**src/rtl/cdc_pkg.sv**
```systemverilog
// Package for the common divisor counter: widths, limits and shared types.
// No dependencies; every other file refers to it by scoped names.
`default_nettype none
package cdc_pkg;
  localparam int VALUE_BITS  = 20;
  localparam int PRIME_LIMIT = 1024;
  localparam int COUNT_BITS  = 8;
  localparam int QUEUE_DEPTH = 2;
  localparam int QPTR_BITS   = 1;

  typedef logic [VALUE_BITS-1:0] value_t;
  typedef logic [COUNT_BITS-1:0] count_t;

  // Classified job handed from the GCD front to the factoring back.
  typedef struct packed {
    value_t gcd;
    logic   trivial;
  } job_t;
endpackage
`default_nettype wire

```
**src/rtl/cdc_if.sv**
```systemverilog
// Valid/ready channel interfaces for operands and results.
// Depends on cdc_pkg.
`default_nettype none
interface cdc_in_if;
  logic             valid;
  logic             ready;
  cdc_pkg::value_t  value_a;
  cdc_pkg::value_t  value_b;
  modport source (output valid, output value_a, output value_b, input ready);
  modport sink (input valid, input value_a, input value_b, output ready);
endinterface

interface cdc_out_if;
  logic            valid;
  logic            ready;
  cdc_pkg::count_t divisor_count;
  modport source (output valid, output divisor_count, input ready);
  modport sink (input valid, input divisor_count, output ready);
endinterface
`default_nettype wire

```
**src/rtl/cdc_divmod.sv**
```systemverilog
// Restoring divider, one quotient bit per cycle; GCD and factoring each use their own instance.
// Depends on cdc_pkg.
`default_nettype none
module cdc_divmod (
  input  wire logic             clk,
  input  wire logic             rst,
  input  wire logic             start,
  input  wire cdc_pkg::value_t  dividend,
  input  wire cdc_pkg::value_t  divisor,
  output logic                  done,
  output cdc_pkg::value_t       quotient,
  output cdc_pkg::value_t       remainder
);
  localparam int CBITS = $clog2(cdc_pkg::VALUE_BITS + 1);
  logic             busy;
  logic [CBITS-1:0] cnt;
  cdc_pkg::value_t  dvs;
  logic [cdc_pkg::VALUE_BITS:0] trial;

  assign trial = {remainder, quotient[cdc_pkg::VALUE_BITS-1]}
                 - {1'b0, dvs};

  // Shift one bit of the dividend into the partial remainder per cycle
  always_ff @(posedge clk) begin
    done <= 1'b0;
    if (rst) begin
      busy <= 1'b0;
      cnt  <= '0;
    end else if (start) begin
      busy      <= 1'b1;
      cnt       <= CBITS'(cdc_pkg::VALUE_BITS);
      quotient  <= dividend;
      remainder <= '0;
      dvs       <= divisor;
    end else if (busy) begin
      if (!trial[cdc_pkg::VALUE_BITS]) begin
        remainder <= trial[cdc_pkg::VALUE_BITS-1:0];
        quotient  <= {quotient[cdc_pkg::VALUE_BITS-2:0], 1'b1};
      end else begin
        remainder <= {remainder[cdc_pkg::VALUE_BITS-2:0],
                      quotient[cdc_pkg::VALUE_BITS-1]};
        quotient  <= {quotient[cdc_pkg::VALUE_BITS-2:0], 1'b0};
      end
      cnt <= cnt - 1'b1;
      if (cnt == CBITS'(1)) begin
        busy <= 1'b0;
        done <= 1'b1;
      end
    end
  end
endmodule
`default_nettype wire

```
**src/rtl/cdc_front.sv**
```systemverilog
// Front end: accepts operands, runs Euclid's GCD and classifies the job.
// Depends on cdc_pkg, cdc_if and cdc_divmod.
`default_nettype none
module cdc_front (
  input  wire logic        clk,
  input  wire logic        rst,
  cdc_in_if.sink           in_ch,
  output logic             job_valid,
  input  wire logic        job_ready,
  output cdc_pkg::job_t    job
);
  localparam logic [1:0] S_IDLE = 2'd0;
  localparam logic [1:0] S_STEP = 2'd1;
  localparam logic [1:0] S_WAIT = 2'd2;
  localparam logic [1:0] S_OUT  = 2'd3;

  logic [1:0]      state;
  cdc_pkg::value_t x, y, q, r;
  logic            start, done;

  cdc_divmod u_div (.clk, .rst, .start, .dividend(x), .divisor(y),
                    .done, .quotient(q), .remainder(r));

  assign in_ch.ready = (state == S_IDLE);
  assign start       = (state == S_STEP) && (y != '0);
  assign job_valid   = (state == S_OUT);
  assign job.gcd     = x;
  assign job.trivial = (x[cdc_pkg::VALUE_BITS-1:1] == '0);

  // Iterate x,y <- y, x mod y until y is zero
  always_ff @(posedge clk) begin
    if (rst) begin
      state <= S_IDLE;
    end else begin
      unique case (state)
        S_IDLE: if (in_ch.valid) begin
          x     <= in_ch.value_a;
          y     <= in_ch.value_b;
          state <= S_STEP;
        end
        S_STEP: state <= (y == '0) ? S_OUT : S_WAIT;
        S_WAIT: if (done) begin
          x     <= y;
          y     <= r;
          state <= S_STEP;
        end
        S_OUT: if (job_ready) state <= S_IDLE;
        default: state <= S_IDLE;
      endcase
    end
  end
endmodule
`default_nettype wire

```
**src/rtl/cdc_queue.sv**
```systemverilog
// Two-entry job queue between the GCD front and the factoring back.
// Depends on cdc_pkg.
`default_nettype none
module cdc_queue (
  input  wire logic          clk,
  input  wire logic          rst,
  input  wire logic          push_valid,
  output logic               push_ready,
  input  wire cdc_pkg::job_t push_job,
  output logic               pop_valid,
  input  wire logic          pop_ready,
  output cdc_pkg::job_t      pop_job
);
  cdc_pkg::job_t                 slots [cdc_pkg::QUEUE_DEPTH];
  logic [cdc_pkg::QPTR_BITS-1:0] wptr, rptr;
  logic [cdc_pkg::QPTR_BITS:0]   fill;
  logic                          push, pop;

  assign push_ready = (fill != (cdc_pkg::QPTR_BITS+1)'(cdc_pkg::QUEUE_DEPTH));
  assign pop_valid  = (fill != '0);
  assign pop_job    = slots[rptr];
  assign push = push_valid && push_ready;
  assign pop  = pop_valid && pop_ready;

  always_ff @(posedge clk) begin
    if (push) slots[wptr] <= push_job;
  end

  // Advance pointers and fill count
  always_ff @(posedge clk) begin
    if (rst) begin
      wptr <= '0;
      rptr <= '0;
      fill <= '0;
    end else begin
      if (push) wptr <= wptr + 1'b1;
      if (pop)  rptr <= rptr + 1'b1;
      fill <= fill + (cdc_pkg::QPTR_BITS+1)'(push) - (cdc_pkg::QPTR_BITS+1)'(pop);
    end
  end
endmodule
`default_nettype wire

```
**src/rtl/cdc_back.sv**
```systemverilog
// Back end: trial division of the GCD by 2 and odd candidates, product of
// (exponent + 1) terms, result register. Depends on cdc_pkg, cdc_if, cdc_divmod.
`default_nettype none
module cdc_back (
  input  wire logic          clk,
  input  wire logic          rst,
  input  wire logic          job_valid,
  output logic               job_ready,
  input  wire cdc_pkg::job_t job,
  cdc_out_if.source          out_ch
);
  localparam int DBITS = $clog2(cdc_pkg::PRIME_LIMIT + 1);
  localparam logic [2:0] S_IDLE  = 3'd0;
  localparam logic [2:0] S_TWO   = 3'd1;
  localparam logic [2:0] S_CHECK = 3'd2;
  localparam logic [2:0] S_WAIT  = 3'd3;
  localparam logic [2:0] S_TAIL  = 3'd4;
  localparam logic [2:0] S_OUT   = 3'd5;

  logic [2:0]              state;
  cdc_pkg::value_t         g, q, r;
  logic [DBITS-1:0]        d;
  logic [cdc_pkg::COUNT_BITS-1:0] e;
  logic [cdc_pkg::COUNT_BITS-1:0] res;
  logic [2*cdc_pkg::COUNT_BITS-1:0] prod;
  logic [2*DBITS-1:0]      dsq;
  logic                    start, done;

  cdc_divmod u_div (.clk, .rst, .start, .dividend(g),
                    .divisor(cdc_pkg::VALUE_BITS'(d)), .done,
                    .quotient(q), .remainder(r));

  assign dsq       = d * d;
  assign prod      = res * (e + 1'b1);
  // Keep dividing by the current candidate once it has divided at least once
  assign start     = (state == S_CHECK) && ((e != '0) ||
                     ((d < DBITS'(cdc_pkg::PRIME_LIMIT)) &&
                      ({{cdc_pkg::VALUE_BITS{1'b0}}, dsq} <=
                       (2*DBITS+cdc_pkg::VALUE_BITS)'(g))));
  assign job_ready = (state == S_IDLE);
  assign out_ch.valid = (state == S_OUT);
  assign out_ch.divisor_count = res;

  // Sequence factoring: strip twos, then each odd candidate by division, then count a leftover factor
  always_ff @(posedge clk) begin
    if (rst) begin
      state <= S_IDLE;
    end else begin
      unique case (state)
        S_IDLE: if (job_valid) begin
          g     <= job.gcd;
          res   <= 8'd1;
          e     <= '0;
          d     <= DBITS'(3);
          state <= job.trivial ? S_OUT : S_TWO;
        end
        S_TWO: if (!g[0]) begin
          g <= g >> 1;
          e <= e + 1'b1;
        end else begin
          res   <= (prod > 16'd255) ? 8'd255 : prod[7:0];
          e     <= '0;
          state <= S_CHECK;
        end
        S_CHECK: state <= start ? S_WAIT : S_TAIL;
        S_WAIT: if (done) begin
          if (r == '0) begin
            g     <= q;
            e     <= e + 1'b1;
            state <= S_CHECK;
          end else begin
            res   <= (prod > 16'd255) ? 8'd255 : prod[7:0];
            e     <= '0;
            d     <= d + DBITS'(2);
            state <= S_CHECK;
          end
        end
        S_TAIL: begin
          if (g > cdc_pkg::VALUE_BITS'(1)) begin
            res <= (res[7]) ? 8'd255 : {res[6:0], 1'b0};
          end
          state <= S_OUT;
        end
        S_OUT: if (out_ch.ready) state <= S_IDLE;
        default: state <= S_IDLE;
      endcase
    end
  end
endmodule
`default_nettype wire

```
**src/rtl/common_divisor_counter.sv**
```systemverilog
// Top level of the common divisor counter: front, queue and back joined.
// Depends on cdc_pkg, cdc_if, cdc_front, cdc_queue and cdc_back.
//
// Usage: operands value_a and value_b arrive on in_ch (valid/ready); each
// beat yields exactly one beat on out_ch carrying divisor_count, the number
// of positive integers dividing both operands (1 when the GCD is 0 or 1).
// The front runs Euclid's GCD on a bit-serial divider, one division per
// remainder step (up to ~30 steps). The back strips twos one per cycle,
// then tries each odd candidate d below 1024 with d*d <= residue, one
// division per try; a full pass covers 511 candidates.
// Throughput is set by the back end's divider. A two-beat queue lets the
// front take and reduce the next operands while the back is still factoring.
// Reset (rst, synchronous) empties the queue and returns both ends to idle.
// When the receiver stalls, the result holds on out_ch and the back stops;
// the front fills the queue and then deasserts ready.
`default_nettype none
module common_divisor_counter (
  input wire logic  clk,
  input wire logic  rst,
  cdc_in_if.sink    in_ch,
  cdc_out_if.source out_ch
);
  logic          f_valid, f_ready, b_valid, b_ready;
  cdc_pkg::job_t f_job, b_job;

  cdc_front u_front (.clk, .rst, .in_ch, .job_valid(f_valid),
                     .job_ready(f_ready), .job(f_job));
  cdc_queue u_queue (.clk, .rst, .push_valid(f_valid), .push_ready(f_ready),
                     .push_job(f_job), .pop_valid(b_valid),
                     .pop_ready(b_ready), .pop_job(b_job));
  cdc_back  u_back  (.clk, .rst, .job_valid(b_valid), .job_ready(b_ready),
                     .job(b_job), .out_ch);

`ifndef SYNTHESIS
  a_count_nonzero: assert property (@(posedge clk) disable iff (rst)
    out_ch.valid |-> out_ch.divisor_count != '0) else $error("zero count");
  a_hold_result: assert property (@(posedge clk) disable iff (rst)
    out_ch.valid && !out_ch.ready |=> $stable(out_ch.divisor_count))
    else $error("result changed under stall");
  a_trivial_one: assert property (@(posedge clk) disable iff (rst)
    b_valid && b_ready && b_job.trivial |=> out_ch.valid && out_ch.divisor_count == 8'd1)
    else $error("trivial gcd count");
`endif
endmodule
`default_nettype wire
```
**src/flat_wrapper.sv**
```systemverilog
// flat-port wrapper written by rule: the top's interface ports become plain ports
module common_divisor_counter_flat 
  (clk, rst, in_ch_valid, in_ch_value_a, in_ch_value_b, in_ch_ready, out_ch_valid, out_ch_divisor_count, out_ch_ready);
  cdc_in_if in_ch_i ();
  cdc_out_if out_ch_i ();
  input wire logic clk;
  input wire logic rst;
  input wire logic [$bits(in_ch_i.valid)-1:0] in_ch_valid;
  input wire logic [$bits(in_ch_i.value_a)-1:0] in_ch_value_a;
  input wire logic [$bits(in_ch_i.value_b)-1:0] in_ch_value_b;
  output wire logic [$bits(in_ch_i.ready)-1:0] in_ch_ready;
  output wire logic [$bits(out_ch_i.valid)-1:0] out_ch_valid;
  output wire logic [$bits(out_ch_i.divisor_count)-1:0] out_ch_divisor_count;
  input wire logic [$bits(out_ch_i.ready)-1:0] out_ch_ready;
  assign in_ch_i.valid = in_ch_valid;
  assign in_ch_i.value_a = in_ch_value_a;
  assign in_ch_i.value_b = in_ch_value_b;
  assign in_ch_ready = in_ch_i.ready;
  assign out_ch_valid = out_ch_i.valid;
  assign out_ch_divisor_count = out_ch_i.divisor_count;
  assign out_ch_i.ready = out_ch_ready;
  common_divisor_counter u_core (.clk(clk), .rst(rst), .in_ch(in_ch_i), .out_ch(out_ch_i));
endmodule
```
**config.mk**
```make
export PLATFORM = sky130hd
export DESIGN_NAME = common_divisor_counter_flat
export DESIGN_NICKNAME = d
export VERILOG_FILES = /design/src/rtl/cdc_pkg.sv /design/src/rtl/cdc_if.sv /design/src/rtl/cdc_divmod.sv /design/src/rtl/cdc_front.sv /design/src/rtl/cdc_queue.sv /design/src/rtl/cdc_back.sv /design/src/rtl/common_divisor_counter.sv /design/src/flat_wrapper.sv
export SDC_FILE = /design/constraint.sdc
export NUM_CORES = 1
export LEC_CHECK = 0
export BUFFER_PORTS_ARGS = -buffer_cell sky130_fd_sc_hd__clkbuf_2
export CAP_MARGIN = 20
export CORE_ASPECT_RATIO = 2
export CORE_MARGIN = 5
export CORE_UTILIZATION = 50
export CTS_CLUSTER_DIAMETER = 200
export DETAILED_ROUTE_END_ITERATION = 7
export GPL_TIMING_DRIVEN = 0
export PLACE_DENSITY = 0.66
export SYNTH_ARGS = -nofsm -noshare
export SYNTH_HDL_FRONTEND = slang
export SYNTH_SLANG_ARGS = --single-unit
```
**constraint.sdc**
```tcl
create_clock -name clk -period 10.1 [get_ports clk]
set_input_delay 0.505 -clock clk [delete_from_list [all_inputs] [get_ports clk]]
set_output_delay 0.505 -clock clk [all_outputs]
set_load 0.1 [all_outputs]
```
==> out/metrics.yaml <==
placed_design:
  place_congestion: 0.912
  dp_slack_ns: 0.463
  post-place-cells: 2248
  port_buffers: 52
  dp_hpwl_um: 36000
clock_network:
  cts-root-buf: "clkbuf_16"
  cts_buffers: 24
  clkLatencyLatePin_ns: 0.55
  cts-htree-levels: 1
  cts_tree: "yes"
  cts_sinks: 262
  path_clk_slew_ns: 0.07
  cts_buffer_depth: 3
  postCtsHoldBufs: 0
  post_cts_buffers: 0
  cts_resized: 0
route:
  maxUsedRoutingLayer: "met4"
  drc: 0
  met1_length_um: 13400
  wl_per_cell_um: 19.1
  via_count: 12791
  drt_iter0_drc: 631
  vias_per_cell: 5.58
  routed_wl_um: 43800
  wl_met3_um: 1040
  ant_nets: 0
  drtPass1Iterations: 4
  wl_met2_um: 26400
synth:
  synth.distinct_cells: 63
  synth.most_common_cell: "edfxtp_1"
  avgSynthCellArea_um2: 10.7
  ys_top_cells_by_count: "238 x edfxtp_1, 229 x inv_1, 175 x nand2_1, 147 x ha_1, 114 x nor2_1"
  synthTopCellsByArea: "edfxtp_1 39%, fa_1 12%, ha_1 10%"
  synth_edf_count: 238
  synth_sequential_area_ratio_pct: 41.3
  synth_top_family_by_area: "adder cells"
  muxShareOfSynthArea_pct: 5.35
  synthAdderAreaFrac_pct: 21.6
  synth_xor_area_share_pct: 4.49
  synthesis.nets: 2031
  syn_area_um2: 18500
  synth-compound-area-share_pct: 8.92
  synth-seq-cells: 262
  yosys.area_share.simple_pct: 12.3
  synth_top_area_share_pct: 38.7
  ys_async_sr_fraction_pct: 0
  synth_top_area_cell: "edfxtp_1"
  yosysWarnings: 0
  syn_inst: 1732
  synth_flop_cell: "edfxtp_1"
worst_setup_path:
  worst_ep_required_time_ns: 10.33
  crit_path_end_kind: "flip-flop"
  slowest_stage: "a21oi_4"
  max_stage_delay_ns: 0.76
  cp_max_fo: 21
  arrival_ns: 9.80
  critPathLaunchType: "flip-flop"
  worstSetupPathType: "reg2reg"
grt:
  grt-ovfl-total: 0
  grt_pass1_vias: 14121
  grt_max_degree: 26
  antenna_found_initial: 0
  grt_pass1_wl_um: 71000
  gr-usage-all-layers_pct: 21.7
floorplan:
  die_h_um: 282
  die-area_um2: 41100
  io-pin-count: 54
  die_x_um: 146
  num_rows: 99
  start_util_pct: 50.6
  core-area_um2: 36500
finish:
  final_layout_size_suffix_gt1_share_pct: 9.90
  instances_no_fill: 2292
  area_delta_synth_final_pct: 10.2
  num-fill-cells: 3121
  post-route-util_pct: 55.7
  antenna_cells: 0
  num-nets-final: 2121
worst_hold_path:
  hold_class: "in2reg"
sta:
  finalSetupViolCount: 0
  rsz0062_at_grt: "no"
  slew_headroom_pct: 30.9
  fmax_ghz: 0.104
  maxSlewViolCount: 0
  finalHoldViolCount: 0
  fin_ws_ns: 0.529
  fin_skew_ns: 0.0252
  worstMarginPinSlew_ns: 1.04
  period_share_pct: 94.8
  fin_crit_ns: 9.57
status:
  outcome: "finished, final reports clean"
run:
  maxCapViolations: 0
[routing by layer]
metal | GRT usage (%) | up-vias
met5 | 0 | -
met4 | 13.2 | 0
met3 | 1.87 | 134
met2 | 46.8 | 263
met1 | 18.3 | 6245
li1 | - | 6149
[layout make-up]
cell class	instances	area, µm²	share of cell area, %
buffer	58	239	1.17
inverter	232	871	4.28
sequential	262	7630	37.5
multi-input combinational	1180	9780	48.0
clock buffer	25	604	2.97
timing repair buffer	64	430	2.11
tap	454	568	2.79
clock inverter	17	245	1.20
[kinds of logic (layout without fill, tap and decap cells)]
group,count (synthesis),in the layout
AOI/OAI and AO/OA,255,255
buffers and inverters,290,396
adders and majority gates,255,255
and+or+nand+nor,485,485
xor gates and xnor gates,94,94
DFF,262,262
muxes,91,91
[flip-flops by register name, indices dropped and copies added, names as in the netlist, 8 cells and up, named ones only]
name	cells
u_core.u_front.x	20
u_core.u_front.u_div.quotient	20
u_core.u_back.out_ch.divisor_count	8
u_core.u_front.u_div.dvs	20
u_core.u_back.d	10
u_core.u_back.g	20
u_core.u_back.u_div.quotient	20
u_core.u_front.y	20
u_core.u_back.u_div.dvs	10
u_core.u_front.u_div.remainder	20
u_core.u_back.e	8
u_core.u_back.u_div.remainder	20
u_core.u_queue.slots	42
[final timing paths]
| check | from | endpoint | slack, ns | cells past startpoint |
|---|---|---|---|---|
| worst max-delay path | u_core.u_back.d[5] | u_core.u_back.u_div.remainder[6] | 0.53 | 29 |
| worst min-delay path | in_ch_value_b[0] | u_core.u_front.y[0] | 0.25 | 3 |
| worst max register to register | u_core.u_back.d[5] | u_core.u_back.u_div.remainder[6] | 0.53 | 29 |
| worst min register to register | u_core.u_back.d[7] | u_core.u_back.u_div.dvs[7] | 0.46 | 0 |
[per-stage QoR]
stage / hold slack [ns] / setup TNS (ns) / instance area [µm²]
6_report: 0.252 / 0 / 20400
3_3_place_gp: 0.433 / -75.39 / 19300
5_1_grt: 0.253 / 0 / 20400
2_1_floorplan: 0.424 / 0 / 18500
4_1_cts: 0.229 / 0 / 20300
3_5_place_dp: 0.447 / 0 / 19500
[placed cells by master (no fill, tap or decap), drive strengths merged, types with 8 or more instances in the layout]
master  netlist  final
ha          147    147
edfxtp      238    238
mux2         62     62
nand4        14     14
nand2b        9      9
and2         36     36
nor4         23     23
o21ai        64     64
xnor2        65     65
fa          108    108
nor2b        26     26
a221oi       19     19
inv         229    230
dfxtp        24     24
clkbuf       49    127
xor2         29     29
clkinv        3     14
buf           9     20
nand2       175    175
a21o         25     25
or3          12     12
nor3         21     21
a211oi       11     11
nand3        32     32
mux2i        29     29
o21a          8      8
nor2        114    114
a21oi        79     79
[worst max-delay path: cells and delay by family, from the launching register on]
kind,cells,cell delay (ns)
flip-flops,1,0.57
adder cells (fa/ha/maj),7,3.26
XOR/XNOR,1,0.15
AO/OA/AOI/OAI,9,2.97
buffers and inverters,7,1.01
AND/OR/NAND/NOR,5,1.28
Power is left out: the tool's default activity adds up to more than one toggle a clock period on the data nets, which glitch-free logic cannot reach.
